[config.mk]
export PLATFORM = sky130hd
export DESIGN_NAME = sab_seq
export DESIGN_NICKNAME = d
export VERILOG_FILES = /design/src/rtl/sab_pkg.sv /design/src/rtl/sab_seq.sv
export SDC_FILE = /design/constraint.sdc
export NUM_CORES = 1
export LEC_CHECK = 0
export BUFFER_PORTS_ARGS = -buffer_cell sky130_fd_sc_hd__buf_2
export CAP_MARGIN = 0
export CORE_AREA = 3 3 153 155
export CTS_CLUSTER_DIAMETER = 200
export DETAILED_ROUTE_END_ITERATION = 12
export DIE_AREA = 0 0 156 158
export GPL_ROUTABILITY_DRIVEN = 0
export PLACE_DENSITY = 0.68
export SETUP_SLACK_MARGIN = 0.4
export SLEW_MARGIN = 20
export SYNTH_ARGS = -nofsm -noshare
export SYNTH_HDL_FRONTEND = slang
export SYNTH_SLANG_ARGS = --single-unit
[constraint.sdc]
create_clock -name clk -period 11.3 [get_ports clk]
set_input_delay 0 -clock clk [delete_from_list [all_inputs] [get_ports clk]]
set_output_delay 0 -clock clk [all_outputs]
set_load 0.005 [all_outputs]
[src/rtl/sab_pkg.sv]
// Package for the suffix automaton builder.
// Sequencer state codes and count constants; no dependencies.
`default_nettype none

package sab_pkg;

  localparam int COUNT_W = 20;
  localparam logic [COUNT_W-1:0] COUNT_MAX = 20'hFFFFF;
  localparam int SYM_W = 5;

  typedef enum logic [3:0] {
    ST_CLR_ROOT,
    ST_IDLE,
    ST_DECIDE,
    ST_CLR_CUR,
    ST_W1_RD,
    ST_W1_EV,
    ST_Q_EV,
    ST_COPY,
    ST_W2_EV,
    ST_Q_FIX,
    ST_FIN,
    ST_DONE
  } seq_state_t;

endpackage

`default_nettype wire

[src/rtl/sab_seq.sv]
// Construction sequencer: walks suffix links, clears and clones rows.
// Uses sab_pkg; drives the state and transition RAMs in the top level.
`default_nettype none

module sab_seq #(
  parameter int MAX_LENGTH    = 1024,
  parameter int ALPHABET_SIZE = 26,
  localparam int SW  = $clog2(2 * MAX_LENGTH),
  localparam int CW  = $clog2(ALPHABET_SIZE),
  localparam int SDW = 2 * SW + 1,
  localparam int TAW = SW + CW
) (
  input  wire logic                        clk,
  input  wire logic                        rst,
  input  wire logic                        start,
  input  wire logic [sab_pkg::SYM_W-1:0]   symbol,
  input  wire logic                        start_new,
  output logic                             busy,
  output logic                             done,
  output logic [sab_pkg::COUNT_W-1:0]      distinct_count,
  output logic                             overflow,
  output logic                             s_we,
  output logic [SW-1:0]                    s_waddr,
  output logic [SDW-1:0]                   s_wdata,
  output logic [SW-1:0]                    s_raddr,
  input  wire logic [SDW-1:0]              s_rdata,
  output logic                             t_we,
  output logic [TAW-1:0]                   t_waddr,
  output logic [SW-1:0]                    t_wdata,
  output logic [TAW-1:0]                   t_raddr,
  input  wire logic [SW-1:0]               t_rdata
);

  localparam int LW = $clog2(MAX_LENGTH + 1);
  localparam int TW = sab_pkg::COUNT_W + 1;
  localparam logic [CW-1:0] KLAST = CW'(ALPHABET_SIZE - 1);
  localparam logic [LW-1:0] MAXL = LW'(MAX_LENGTH);

  sab_pkg::seq_state_t st, st_next;

  logic [CW-1:0] k, c;
  logic          sym_ok, item, ovf;
  logic [SW-1:0] state_count, last, cur, p, q, cl;
  logic [SW-1:0] len_cur, len_p, len_q, link_cur, len_link;
  logic [LW-1:0] slen;
  logic [sab_pkg::COUNT_W-1:0] total;

  logic [SW-1:0] sp_len, sp_link, len_p1;
  logic          sp_valid, k_last;
  logic [TW-1:0] sum;

  assign sp_len   = s_rdata[SDW-1 -: SW];
  assign sp_link  = s_rdata[SW:1];
  assign sp_valid = s_rdata[0];
  assign len_p1   = len_p + SW'(1);
  assign k_last   = (k == KLAST);
  assign sum      = TW'(total) + TW'(len_cur - len_link);

  assign busy = (st != sab_pkg::ST_IDLE);
  assign done = (st == sab_pkg::ST_DONE);
  assign overflow = ovf;
  assign distinct_count = (total == sab_pkg::COUNT_MAX) ? sab_pkg::COUNT_MAX
                                                        : total + sab_pkg::COUNT_W'(1);

  always_ff @(posedge clk) begin
    if (rst) begin
      st <= sab_pkg::ST_CLR_ROOT;
    end else begin
      st <= st_next;
    end
  end

  always_comb begin
    st_next = st;
    s_we    = 1'b0;
    s_waddr = cur;
    s_wdata = '0;
    s_raddr = last;
    t_we    = 1'b0;
    t_waddr = {cur, k};
    t_wdata = '0;
    t_raddr = {p, c};
    case (st)
      sab_pkg::ST_CLR_ROOT: begin
        t_we    = 1'b1;
        t_waddr = {SW'(0), k};
        s_we    = 1'b1;
        s_waddr = '0;
        if (k_last) begin
          st_next = item ? sab_pkg::ST_DECIDE : sab_pkg::ST_IDLE;
        end
      end
      sab_pkg::ST_IDLE: begin
        if (start) begin
          st_next = start_new ? sab_pkg::ST_CLR_ROOT : sab_pkg::ST_DECIDE;
        end
      end
      sab_pkg::ST_DECIDE: begin
        if (!sym_ok || slen >= MAXL) begin
          st_next = sab_pkg::ST_DONE;
        end else begin
          st_next = sab_pkg::ST_CLR_CUR;
        end
      end
      sab_pkg::ST_CLR_CUR: begin
        t_we = 1'b1;
        if (k_last) begin
          st_next = sab_pkg::ST_W1_RD;
        end
      end
      sab_pkg::ST_W1_RD: begin
        s_raddr = p;
        st_next = sab_pkg::ST_W1_EV;
      end
      sab_pkg::ST_W1_EV: begin
        if (t_rdata == '0) begin
          t_we    = 1'b1;
          t_waddr = {p, c};
          t_wdata = cur;
          if (sp_valid) begin
            t_raddr = {sp_link, c};
            s_raddr = sp_link;
          end else begin
            st_next = sab_pkg::ST_FIN;
          end
        end else begin
          s_raddr = t_rdata;
          st_next = sab_pkg::ST_Q_EV;
        end
      end
      sab_pkg::ST_Q_EV: begin
        if (sp_len == len_p1) begin
          st_next = sab_pkg::ST_FIN;
        end else begin
          s_we    = 1'b1;
          s_waddr = state_count;
          s_wdata = {len_p1, sp_link, sp_valid};
          t_raddr = {q, CW'(0)};
          st_next = sab_pkg::ST_COPY;
        end
      end
      sab_pkg::ST_COPY: begin
        t_we    = 1'b1;
        t_waddr = {cl, k};
        t_wdata = t_rdata;
        if (k_last) begin
          s_raddr = p;
          st_next = sab_pkg::ST_W2_EV;
        end else begin
          t_raddr = {q, k + CW'(1)};
        end
      end
      sab_pkg::ST_W2_EV: begin
        if (t_rdata == q) begin
          t_we    = 1'b1;
          t_waddr = {p, c};
          t_wdata = cl;
          if (sp_valid) begin
            t_raddr = {sp_link, c};
            s_raddr = sp_link;
          end else begin
            st_next = sab_pkg::ST_Q_FIX;
          end
        end else begin
          st_next = sab_pkg::ST_Q_FIX;
        end
      end
      sab_pkg::ST_Q_FIX: begin
        s_we    = 1'b1;
        s_waddr = q;
        s_wdata = {len_q, cl, 1'b1};
        st_next = sab_pkg::ST_FIN;
      end
      sab_pkg::ST_FIN: begin
        s_we    = 1'b1;
        s_waddr = cur;
        s_wdata = {len_cur, link_cur, 1'b1};
        st_next = sab_pkg::ST_DONE;
      end
      sab_pkg::ST_DONE: begin
        st_next = sab_pkg::ST_IDLE;
      end
      default: begin
        st_next = sab_pkg::ST_IDLE;
      end
    endcase
  end

  always_ff @(posedge clk) begin
    if (rst) begin
      k           <= '0;
      item        <= 1'b0;
      ovf         <= 1'b0;
      state_count <= SW'(1);
      last        <= '0;
      slen        <= '0;
      total       <= '0;
    end else begin
      case (st)
        sab_pkg::ST_CLR_ROOT: begin
          k <= k_last ? '0 : k + CW'(1);
        end
        sab_pkg::ST_IDLE: begin
          if (start) begin
            c      <= CW'(symbol);
            sym_ok <= 32'(symbol) < 32'(ALPHABET_SIZE);
            item   <= 1'b1;
            k      <= '0;
            if (start_new) begin
              state_count <= SW'(1);
              last        <= '0;
              slen        <= '0;
              total       <= '0;
            end
          end
        end
        sab_pkg::ST_DECIDE: begin
          ovf <= sym_ok && (slen >= MAXL);
          cur <= state_count;
          k   <= '0;
          if (sym_ok && slen < MAXL) begin
            state_count <= state_count + SW'(1);
          end
        end
        sab_pkg::ST_CLR_CUR: begin
          if (k == '0) begin
            len_cur <= sp_len + SW'(1);
          end
          k <= k_last ? '0 : k + CW'(1);
          p <= last;
        end
        sab_pkg::ST_W1_EV: begin
          if (t_rdata == '0) begin
            if (sp_valid) begin
              p <= sp_link;
            end else begin
              link_cur <= '0;
              len_link <= '0;
            end
          end else begin
            q     <= t_rdata;
            len_p <= sp_len;
          end
        end
        sab_pkg::ST_Q_EV: begin
          len_q <= sp_len;
          k     <= '0;
          if (sp_len == len_p1) begin
            link_cur <= q;
            len_link <= sp_len;
          end else begin
            cl          <= state_count;
            state_count <= state_count + SW'(1);
          end
        end
        sab_pkg::ST_COPY: begin
          k <= k_last ? '0 : k + CW'(1);
        end
        sab_pkg::ST_W2_EV: begin
          if (t_rdata == q && sp_valid) begin
            p <= sp_link;
          end
        end
        sab_pkg::ST_Q_FIX: begin
          link_cur <= cl;
          len_link <= len_p1;
        end
        sab_pkg::ST_FIN: begin
          last  <= cur;
          slen  <= slen + LW'(1);
          total <= (sum > TW'(sab_pkg::COUNT_MAX)) ? sab_pkg::COUNT_MAX
                                                   : sum[sab_pkg::COUNT_W-1:0];
        end
        default: begin
        end
      endcase
    end
  end

  a_done_one: assert property (@(posedge clk) disable iff (rst) done |=> !done)
    else $error("result strobe longer than one cycle");
  a_accept_busy: assert property (@(posedge clk) disable iff (rst)
    (start && !busy) |=> busy)
    else $error("item accepted but sequencer not busy");
  a_clone_row: assert property (@(posedge clk) disable iff (rst)
    (st == sab_pkg::ST_COPY) |-> (cl != q))
    else $error("clone copies onto its own source row");
  a_len_grow: assert property (@(posedge clk) disable iff (rst)
    (st == sab_pkg::ST_FIN) |-> (len_cur > len_link))
    else $error("new state not longer than its link");

endmodule

`default_nettype wire

* Yosys cells after proc, flatten, opt, wreduce, memory -nomap -nowiden
Cells that the tools add are included.
** Storage, ports and cells
- Output and inout bits :: 113
- Bits of input ports :: 43
- Register bits after elaboration :: 169
- Word-level logic and storage cells :: 159
** Cells by class
- Reductions and logical operators :: 29
- $lt $le $gt $ge :: 4
- Multiplexer cells :: 66
- Eq/ne operators :: 30
- Add/sub/neg operators :: 8
- Bitwise operators :: 3
** Operator list (count)
- $mux 11 :: 20
- $pmux 11 s3 :: 6
- $pmux 16 s4 :: 2
- $mux 16 :: 7
- $mux 20 :: 4
- $pmux 23 s3 :: 1
- $add 11x1->11 const B :: 4
- $pmux 11 s2 :: 2
- $pmux 11 s4 :: 1
- $pmux 4 s11 :: 1
- $mux 4 :: 10
- $pmux 20 s2 :: 1
- $ne 2x2->1 const B :: 12
- $mux 23 :: 1
- $eq 11x11->1 :: 2
- $add 20x21->21 :: 1
- $gt 21x20->1 const B :: 1
- $add 20x1->20 const B :: 1
- $eq 20x20->1 const B :: 1
- $eq 4x3->1 const B :: 4
- $eq 4x4->1 const B :: 4
- $pmux 5 s3 :: 1
- $reduce_and 3->1 :: 5
- $reduce_and 5->1 :: 3
- 28 further kinds :: 45

* Depth between registers and ports, before layout
Gate-level depths: netlist of run 1.
- Depth after elaboration :: 5
- Gate-level depth with buffers :: 22
- Gate-level depth less buffers :: 20

* Worst setup path after synthesis of run 1
Ideal clock, no wire load.
- Kind :: register to register
- Start point :: reg len_p[0]
- End point :: reg len_link[0] (enable)
- Period minus slack after synthesis :: 4997 ps
- Setup time :: 457 ps
- Buffers on the path :: 3
- Setup slack :: 6303 ps
- Data required time :: 10843 ps
- Stages on the path, launching flop included :: 12
- Arrival :: 4540 ps
- Path through :: edfxtp_1 > ha_1 > xnor2_1 > xnor2_1 > and4b_1 > nand4_1 > or4_1 > buf_2 > and2_4 > buf_6 > buf_2 > nor4_1
** Between the ends
- Word-level cells in the longest chain between the ends :: 4
** RTL lines
- start, declared :: RTL line sab_seq.sv:44 : logic [SW-1:0] len_cur, len_p, len_q, link_cur, len_link;
- start signal, assigned :: RTL line sab_seq.sv:242 : len_p <= sp_len;
- $add 11x1->11 :: RTL line sab_seq.sv:55 : assign len_p1 = len_p + SW'(1);
- $eq 11x11->1 :: RTL line sab_seq.sv:248 : if (sp_len == len_p1) begin
- $ne 2x2->1 (no line)
- $reduce_and 5->1 (no line)
- end signal, assigned :: RTL line sab_seq.sv:250 : len_link <= sp_len;
- end signal, assigned :: RTL line sab_seq.sv:266 : len_link <= len_p1;
- end, declared :: RTL line sab_seq.sv:44
No other way between the ends.
A chain may end at the register's enable or synchronous reset.

* Final worst setup path of run 1
- Start point :: reg len_cur[0]
- End point :: reg total[6] in the netlist's numbering
** Between the ends
- Word-level cells in the longest chain between the ends :: 5
** RTL lines
- start, declared :: RTL line sab_seq.sv:44
- start signal, assigned :: RTL line sab_seq.sv:227 : len_cur <= sp_len + SW'(1);
- $sub 11x11->12 (*) :: RTL line sab_seq.sv:57 : assign sum = TW'(total) + TW'(len_cur - len_link);
- $add 20x21->21 (*) :: RTL line sab_seq.sv:57
- $gt 21x20->1 :: RTL line sab_seq.sv:271 : total <= (sum > TW'(sab_pkg::COUNT_MAX)) ? sab_pkg::COUNT_MAX
- $mux 20 (*) :: RTL line sab_seq.sv:271
- $pmux 20 s2 (*) :: RTL line sab_seq.sv:199 : case (st)
- end signal, assigned :: RTL line sab_seq.sv:271
- end, declared :: RTL line sab_seq.sv:46 : logic [sab_pkg::COUNT_W-1:0] total;
Every way passes the cells marked *; elsewhere a longest branch is shown, timed or not.

==> out/summary.md, run 1 <==
The post-synthesis net count came out at 1,216. The worst hold path belongs to the class in2reg. The part of the power in the clock network is 0.426. The reported net switching power came out at 388 uW. Setup repair after global routing left no endpoint under its margin. Counting along the longest clock path gives a buffer depth of 2. Setup violations remaining at the end of the flow were counted as 0. The number of input and output port buffers inserted was 155; the number of DRC markers after the initial detailed-route iteration was 1,239. The tools report the worst slew margin relative to its limit as 0.225. The kind of start point of the critical path was a flip-flop.

The proportion of layout cells with a drive suffix above 1 was 0.176. VDD sags by at most 104 uV. The combinational cell fraction of total power is 0.112. The tools report the start point of the worst hold path as start. The tools report the sink count of the clock tree as 169.

The tree is rooted in a sky130_fd_sc_hd__clkbuf_16. In this run the horizontal extent of the chip is 156 um. The maximum clock frequency was 202 MHz. The share of synthesized area occupied by flip-flops and latches came out at 0.419.

The run gives 1,376 as the number of nets at the end of the flow. TritonCTS built the clock tree. The layout-stage area growth over the synthesis result came out at 18.8%. The number of different library cells used by synthesis comes to 65.

The count of TritonRoute iterations in the first routing pass is 11. The number of vias in the routed layout was 9,830. The share of flip-flops with an asynchronous set or reset came out at 0.

The worst register-to-register path begins at len_cur[0]$_DFFE_PP_. The net switching share of the total power was 0.266; the area of the core was 22,000 um^2. The tools report the number of global-route vias before repair as 9,274. The tools report the number of rows created at floorplan as 54. The logs give 11.67 ns for the data required time at the worst endpoint and 24,600 um^2 for the full die area. Global routing finished with a remaining overflow of 0. The initial core utilization was 0.482.

The final clock period utilization by the worst path was 0.438; the largest fanout of any net on the critical path was 14. The final-report max-slew violation count is 0. The start point of the critical path was len_cur[0]$_DFFE_PP_. The average wire per standard cell is 20.0 um, and the initial antenna violation count is 0.

The run gives 4 as the number of levels the H-tree was split into. The clock input transition at the sequential cells of the worst setup and hold paths came out at 0.07 ns. The clock reaches the later pin of the worst-skew pair after 0.44 ns. After legalization and detailed placement, the total HPWL measured 23,000 um.

TritonCTS created 17 clock buffers. The clock arrives with 0.0166 ns of skew. The final-report hold violation count was 0.

The number of ports placed on the die boundary came out at 156. Commonest register cell after synthesis: sky130_fd_sc_hd__edfxtp_1. The total wire length after detailed routing is 31,700 um, and the number of flip-flops and latches in the synthesized netlist is 169. The count of antenna-violating nets left after detailed routing was 0. Yosys warning count: 0. The average cell area after synthesis came out at 9.36 um^2.

The total negative slack was 0 ns; the time the worst path needs with I/O delays and setup was 4.95 ns. Post-synthesis instance total: 1,131. The DRC violations left is 0. The count of filler cells inserted in the layout was 1,932; the worst-margin pin slew was 1.16 ns.

The detailed-route vias per instance is 6.21, and the maximum number of pins on one net before global-route repair is 44. The logs give 50,100 um for the first-pass GRT wire length and 0.100 ns for the final hold slack. Data arrives at the worst endpoint at 5.32 ns. In this run the power density over the cells is 116 nW/um^2.

The worst setup path is captured at a flip-flop. Once placement completed, the tool counted placed cells totaling 1,513. For the global-route total usage across every layer, the log shows 0.255.

The height of the die is 158 um, and the number of enable-type register cells in the synthesized netlist is 105. The analysis attributes to cell leakage a power of 0.00569 uW. The logs give 0.462 for the sequential fraction of design power and 1070 uW for the internal power of the cells. The worst setup path is of the reg2reg kind. Summing every instance area after synthesis gives 10,600 um^2.

For the number of inserted diodes, the log shows 0. After the flow finishes, the layout carries non-filler instances totaling 1,584. Across the run, the number of max-cap violations was 0. The run finished with clean final reports.

Post-CTS setup-driven buffer insertion count: 0.
==> metrics by stage <==
step | util | total power, uW | instance area [um^2] | setup WS (ns)
3_3_place_gp | 0.526 | 836 | 11600 | 6.57
5_1_grt | 0.573 | 1510 | 12600 | 6.00
4_1_cts | 0.573 | 1460 | 12600 | 6.38
3_5_place_dp | 0.526 | 837 | 11600 | 6.41
6_report | 0.573 | 1460 | 12600 | 6.35
2_1_floorplan | - | 774 | 10600 | 6.30
==> logic make-up after synthesis <==
kind of cell | Yosys count | share of synthesized area
AOI/OAI and AO/OA | 320 | 0.218
xor gates and xnor gates | 83 | 0.0754
buffers and inverters | 143 | 0.0536
DFF | 169 | 0.419
and+or+nand+nor | 358 | 0.167
muxes | 16 | 0.0165
adders and majority gates | 42 | 0.0510
==> final cells by class <==
class,count,area [um^2],area share
Clock buffer,17,425,0.0338
Clock inverter,15,203,0.0161
Inverter,78,293,0.0233
Multi-Input combinational cell,819,5620,0.447
Sequential cell,169,4430,0.352
Tap cell,280,350,0.0278
Timing Repair Buffer,206,1260,0.0998
==> cells in the mapped netlist (all sizes together) (6+ instances only) <==
cell type,count,share of area
a21o,17,0.012
a21oi,57,0.027
a221o,28,0.026
a221oi,12,0.0099
a222oi,34,0.032
a22o,31,0.026
a22oi,23,0.016
a31oi,8,0.0047
and3,35,0.021
buf,16,0.0086
clkbuf,49,0.017
dfxtp,64,0.12
edfxtp,105,0.30
ha,40,0.047
inv,78,0.028
mux2,12,0.013
nand2,94,0.033
nand2b,9,0.0053
nand3,40,0.019
nand4,10,0.0065
nor2,95,0.034
nor2b,11,0.0065
nor3,18,0.0090
nor4,7,0.0047
o211ai,8,0.0057
o21ai,70,0.033
or3,14,0.0083
or4b,6,0.0057
xnor2,44,0.036
xor2,34,0.028
==> worst paths after layout <==
| check | slack (ns) | endpoint | cells after the start |
|---|---|---|---|
| setup / recovery | 6.35 | total[6]$_SDFFE_PP0P_ | 21 |
| hold / removal | 0.10 | item$_SDFFE_PP0P_ | 4 |
| setup reg to reg | 6.35 | total[6]$_SDFFE_PP0P_ | 21 |
| hold reg to reg | 0.47 | item$_SDFFE_PP0P_ | 2 |
==> placed cells by master, fill, tap and decap left out, drive strengths merged, types with 18 or more instances in the layout <==
master	n
a21oi	57
a221o	28
a222oi	34
a22o	31
a22oi	23
and3	35
buf	167
dfxtp	64
dlygate4sd3	39
edfxtp	105
ha	40
inv	87
nand2	94
nand3	40
nor2	95
nor3	18
o21ai	70
xnor2	44
xor2	34
==> sequential cells by signal, indices dropped and copies added (netlist names) <==
| register | flops |
|---|---|
| link_cur | 11 |
| len_p | 11 |
| overflow | 1 |
| c | 5 |
| sym_ok | 1 |
| k | 5 |
| slen | 11 |
| st | 4 |
| len_cur | 11 |
| item | 1 |
| p | 11 |
| len_q | 11 |
| last | 11 |
| state_count | 11 |
| cl | 11 |
| len_link | 11 |
| cur | 11 |
| q | 11 |
| total | 20 |
==> power by group through the flow <==
| stage | Clock, uW | Sequential, uW | Combinational [uW] |
|---|---|---|---|
| 2_1_floorplan | 0 | 678 | 96.5 |
| 3_3_place_gp | 0 | 687 | 149 |
| 3_5_place_dp | 0 | 687 | 151 |
| 4_1_cts | 627 | 673 | 162 |
| 5_1_grt | 653 | 675 | 178 |
| 6_report | 621 | 673 | 164 |
==> per-layer routing <==
metal  track usage  share of wire  vias to the layer above
met5             0              0                        -
li1              -              -                     4569
met3        0.0473          0.093                       69
met2         0.406           0.46                      525
met1         0.350           0.41                     4667
met4        0.0934          0.033                        0
==> worst max-delay path, stage by stage, from the launching register on <==
cell and delay [ns]:
sky130_fd_sc_hd__edfxtp_1 0.38, sky130_fd_sc_hd__inv_1 0.08, sky130_fd_sc_hd__ha_1 0.15, sky130_fd_sc_hd__inv_1 0.07, sky130_fd_sc_hd__fa_1 0.40, sky130_fd_sc_hd__a21o_1 0.18, sky130_fd_sc_hd__a21oi_1 0.23, sky130_fd_sc_hd__o21bai_1 0.09
sky130_fd_sc_hd__a21oi_1 0.23, sky130_fd_sc_hd__o21bai_1 0.09, sky130_fd_sc_hd__a21oi_1 0.30, sky130_fd_sc_hd__nor4b_1 0.10, sky130_fd_sc_hd__a311o_1 0.32, sky130_fd_sc_hd__ha_1 0.37, sky130_fd_sc_hd__nand3_1 0.09, sky130_fd_sc_hd__a211o_1 0.29
sky130_fd_sc_hd__nand4_1 0.13, sky130_fd_sc_hd__nand3_1 0.15, sky130_fd_sc_hd__a32oi_1 0.27, sky130_fd_sc_hd__mux2i_1 0.54, sky130_fd_sc_hd__buf_4 0.31, sky130_fd_sc_hd__a221o_1 0.13
==> what timing repair did <==
action | CTS | global route
resized for setup | 0 | 0
hold buffers | 39 | 0
endpoints found under the hold margin | 66 | 0
Note: power is estimated with default switching activity, not from simulation.
==> run 2: changes to the inputs <==
clock period = 4.7 ns   (was 11.3 ns; I/O delays follow)
==> out/summary.md, run 2 (synthesized netlist as in run 1, its figures left out) <==
The run finished with clean final reports. The routed design could run at a clock period as short as 4.18 ns. The initial core utilization is 0.482, and the average wire per standard cell is 20.6 um. Across all register-to-register paths, the minimum setup slack is 0.52 ns. For hold timing, the worst endpoint is item$_SDFFE_PP0P_. The tools report the register cell area after layout as 4430 um^2. The first global-routing pass estimated 50,500 um of wire. The final-report setup violation count was 0. The root buffer cell chosen for the clock tree is sky130_fd_sc_hd__clkbuf_16. The sum of internal, switching and leakage power is 3470 uW, and the routed length on met1 is 13,100 um. After the first detailed-routing iteration, the DRC count stood at 1,564. Leakage power: 0.00573 uW. The tools report the source of the worst register-to-register timing path as len_cur[0]$_DFFE_PP_. The final clock period utilization by the worst path is 0.889.

The startpoint identified for the worst hold timing path is start. The run gives 0 as the final-report max-slew violation count. Along the worst hold path, the cell count comes to 4. The core region is 22,000 um^2. TritonCTS built the clock tree. The path class of the tightest hold or removal check is in2reg. The number of cells on the worst reg-to-reg path is 20. The tools report the final hold slack as 0.107 ns. The power density over the cells is 273 nW/um^2, and the length of routed met2 wiring is 15,200 um. The worst-case IR drop observed on VDD is 258 uV. The count of filler cells inserted in the layout was 1,914.

After routing, the total negative slack on setup checks comes to 0 ns. The register with the most flip-flops in the layout has 20 of them. At the later pin of the worst-skew pair, clock insertion delay measures 0.44 ns. After detailed routing, the number of remaining DRC violations is 0. The logs give 3530 um for the wire length on met3 and 9,214 for the number of global-route vias before repair.

In this run the number of H-tree levels came out at 4. The endpoint of the worst register-to-register path is total[18]$_SDFFE_PP0P_. The layout-stage area growth over the synthesis result was 20.3%; the global-route total usage across every layer was 0.260. For the clock skew after layout, the log shows 0.0165 ns.

The first TritonRoute pass finished after 13 iterations. The tools report the number of ports placed on the die boundary as 156. The clock passes through at most 2 buffers. The uppermost layer routed is met4.

Data on the critical path is required at its endpoint by 5.02 ns. Summing all non-filler instances in the final layout gives an area of 12,700 um^2. Across the run, the number of max-cap violations was 0. STA classifies the critical path endpoint as a flip-flop. The run gives 11,600 um^2 as the instance area at placement. Leaving out fill and tap cells, the most frequent cells in the layout are 155 x sky130_fd_sc_hd__buf_2, 105 x sky130_fd_sc_hd__edfxtp_1, 94 x sky130_fd_sc_hd__nand2_1, 91 x sky130_fd_sc_hd__nor2_1, 77 x sky130_fd_sc_hd__inv_1. The proportion of layout cells with a drive suffix above 1 was 0.190; the number of vias in the routed layout was 10.0k. The logs give 0 for the final-report hold violation count and 4.50 ns for the critical path arrival. For the total area of multi-input combinational cells, the log shows 5690 um^2. STA classifies the critical path startpoint as a flip-flop. The count of nets left with antenna violations once routing finished came out at 0. The register with the most flip-flops is total. The clock input transition at the sequential cells of the worst setup and hold paths is 0.08 ns. The full die area is 24,600 um^2, and the residual overflow from global routing is 0. In this run, CTS created clock tree buffers numbering 17.

Initial antenna violation count: 0. In this run the core area contains 54 standard-cell rows. The repair_antennas step left the layout with diodes totalling 0. For this design, the sink count on the clock tree is 169.

The path type of the worst setup path was reg2reg. In the routed layout, each cell is associated on average with a via count of 6.30. Most common library cell in the layout ignoring fill and taps: sky130_fd_sc_hd__buf_2. Setup repair after global routing could not meet its margin everywhere. The tools report the worst slew margin relative to its limit as 0.288.

The half-perimeter wire length of the detailed placement result was 23,500 um; the maximum clock frequency was 239 MHz. Entering global routing, the biggest net connects 37 pins. At the end of the flow, the number of nets in the layout was 1,388.

The number of input and output port buffers inserted is 155, and the largest fanout of any net on the critical path is 4. The routed design has 32,900 um of wire. At the pin with the least slew margin, the transition time is 1.07 ns. Measured along the y axis, the die boundary spans 158 um.

The width of the chip works out to 156 um.
## run 2: cell count changes in the layout (fill, tap and decap cells not counted), sizes merged
cell    change
inv         -1
bufinv      -2
clkinv      +2
clkbuf      +1
buf        +12
## run 2: worst max path at each step
stage / startpoint / endpoint / slack, ns
after CTS: len_cur[0]$_DFFE_PP_ / total[18]$_SDFFE_PP0P_ / 0.41
after detailed placement: len_cur[0]$_DFFE_PP_ / total[18]$_SDFFE_PP0P_ / 0.15
after global routing: len_cur[0]$_DFFE_PP_ / total[19]$_SDFFE_PP0P_ / 0.27
after global placement: len_cur[0]$_DFFE_PP_ / total[18]$_SDFFE_PP0P_ / 0.27
final: len_cur[0]$_DFFE_PP_ / total[18]$_SDFFE_PP0P_ / 0.52
after floorplan: len_cur[0]$_DFFE_PP_ / total[19]$_SDFFE_PP0P_ / 0.45
## run 2: area by class of cell
type,count,share of cell area
clock buffers,18,0.0354
clock inverters,14,0.0134
inverters,78,0.0230
multi-input cells,819,0.447
flip-flops and latches,169,0.348
well taps,280,0.0275
repair buffers,218,0.106
## run 2: report_power, final
| part | switching, uW | leakage, uW | internal (uW) |
|---|---|---|---|
| registers | 35.4 | 0.00148 | 1580 |
| logic | 235 | 0.00396 | 172 |
| clock network | 694 | 0.000303 | 753 |
## run 2: timing repair
item,in CTS,in global routing
resized for setup,6,8
pin swaps,3,14
hold endpoints to repair,66,0
setup endpoints to repair,20,31
buffers inserted,1,4
hold buffers,39,0
## run 2: layer usage
metal / vias to the layer above / track usage
met2: 617 / 0.408
met1: 4727 / 0.354
li1: 4597 / -
met5: - / 0
met3: 107 / 0.0517
met4: 0 / 0.107
## run 2: critical path: stages, from the launching register on
cell	delay, ns
sky130_fd_sc_hd__edfxtp_1	0.39
sky130_fd_sc_hd__inv_1	0.07
sky130_fd_sc_hd__ha_1	0.16
sky130_fd_sc_hd__inv_2	0.05
sky130_fd_sc_hd__fa_2	0.36
sky130_fd_sc_hd__a21o_1	0.17
sky130_fd_sc_hd__a21oi_2	0.15
sky130_fd_sc_hd__o21bai_1	0.09
sky130_fd_sc_hd__a21oi_2	0.16
sky130_fd_sc_hd__o21bai_1	0.09
sky130_fd_sc_hd__a21oi_2	0.22
sky130_fd_sc_hd__nor4b_1	0.07
sky130_fd_sc_hd__a311o_1	0.33
sky130_fd_sc_hd__ha_4	0.29
sky130_fd_sc_hd__nand3_1	0.07
sky130_fd_sc_hd__a211o_1	0.26
sky130_fd_sc_hd__nand4_1	0.13
sky130_fd_sc_hd__nand3_2	0.12
sky130_fd_sc_hd__a32oi_2	0.26
sky130_fd_sc_hd__mux2i_2	0.11
sky130_fd_sc_hd__or4_1	0.52
## run 2: metrics by stage
stage	std cells	util	setup slack [ns]
floorplan	1131	-	0.448
finish	1596	0.580	0.521
global route	1596	0.580	0.268
detailed placement	1520	0.529	0.151
global placement	1520	0.529	0.274
CTS	1592	0.577	0.412
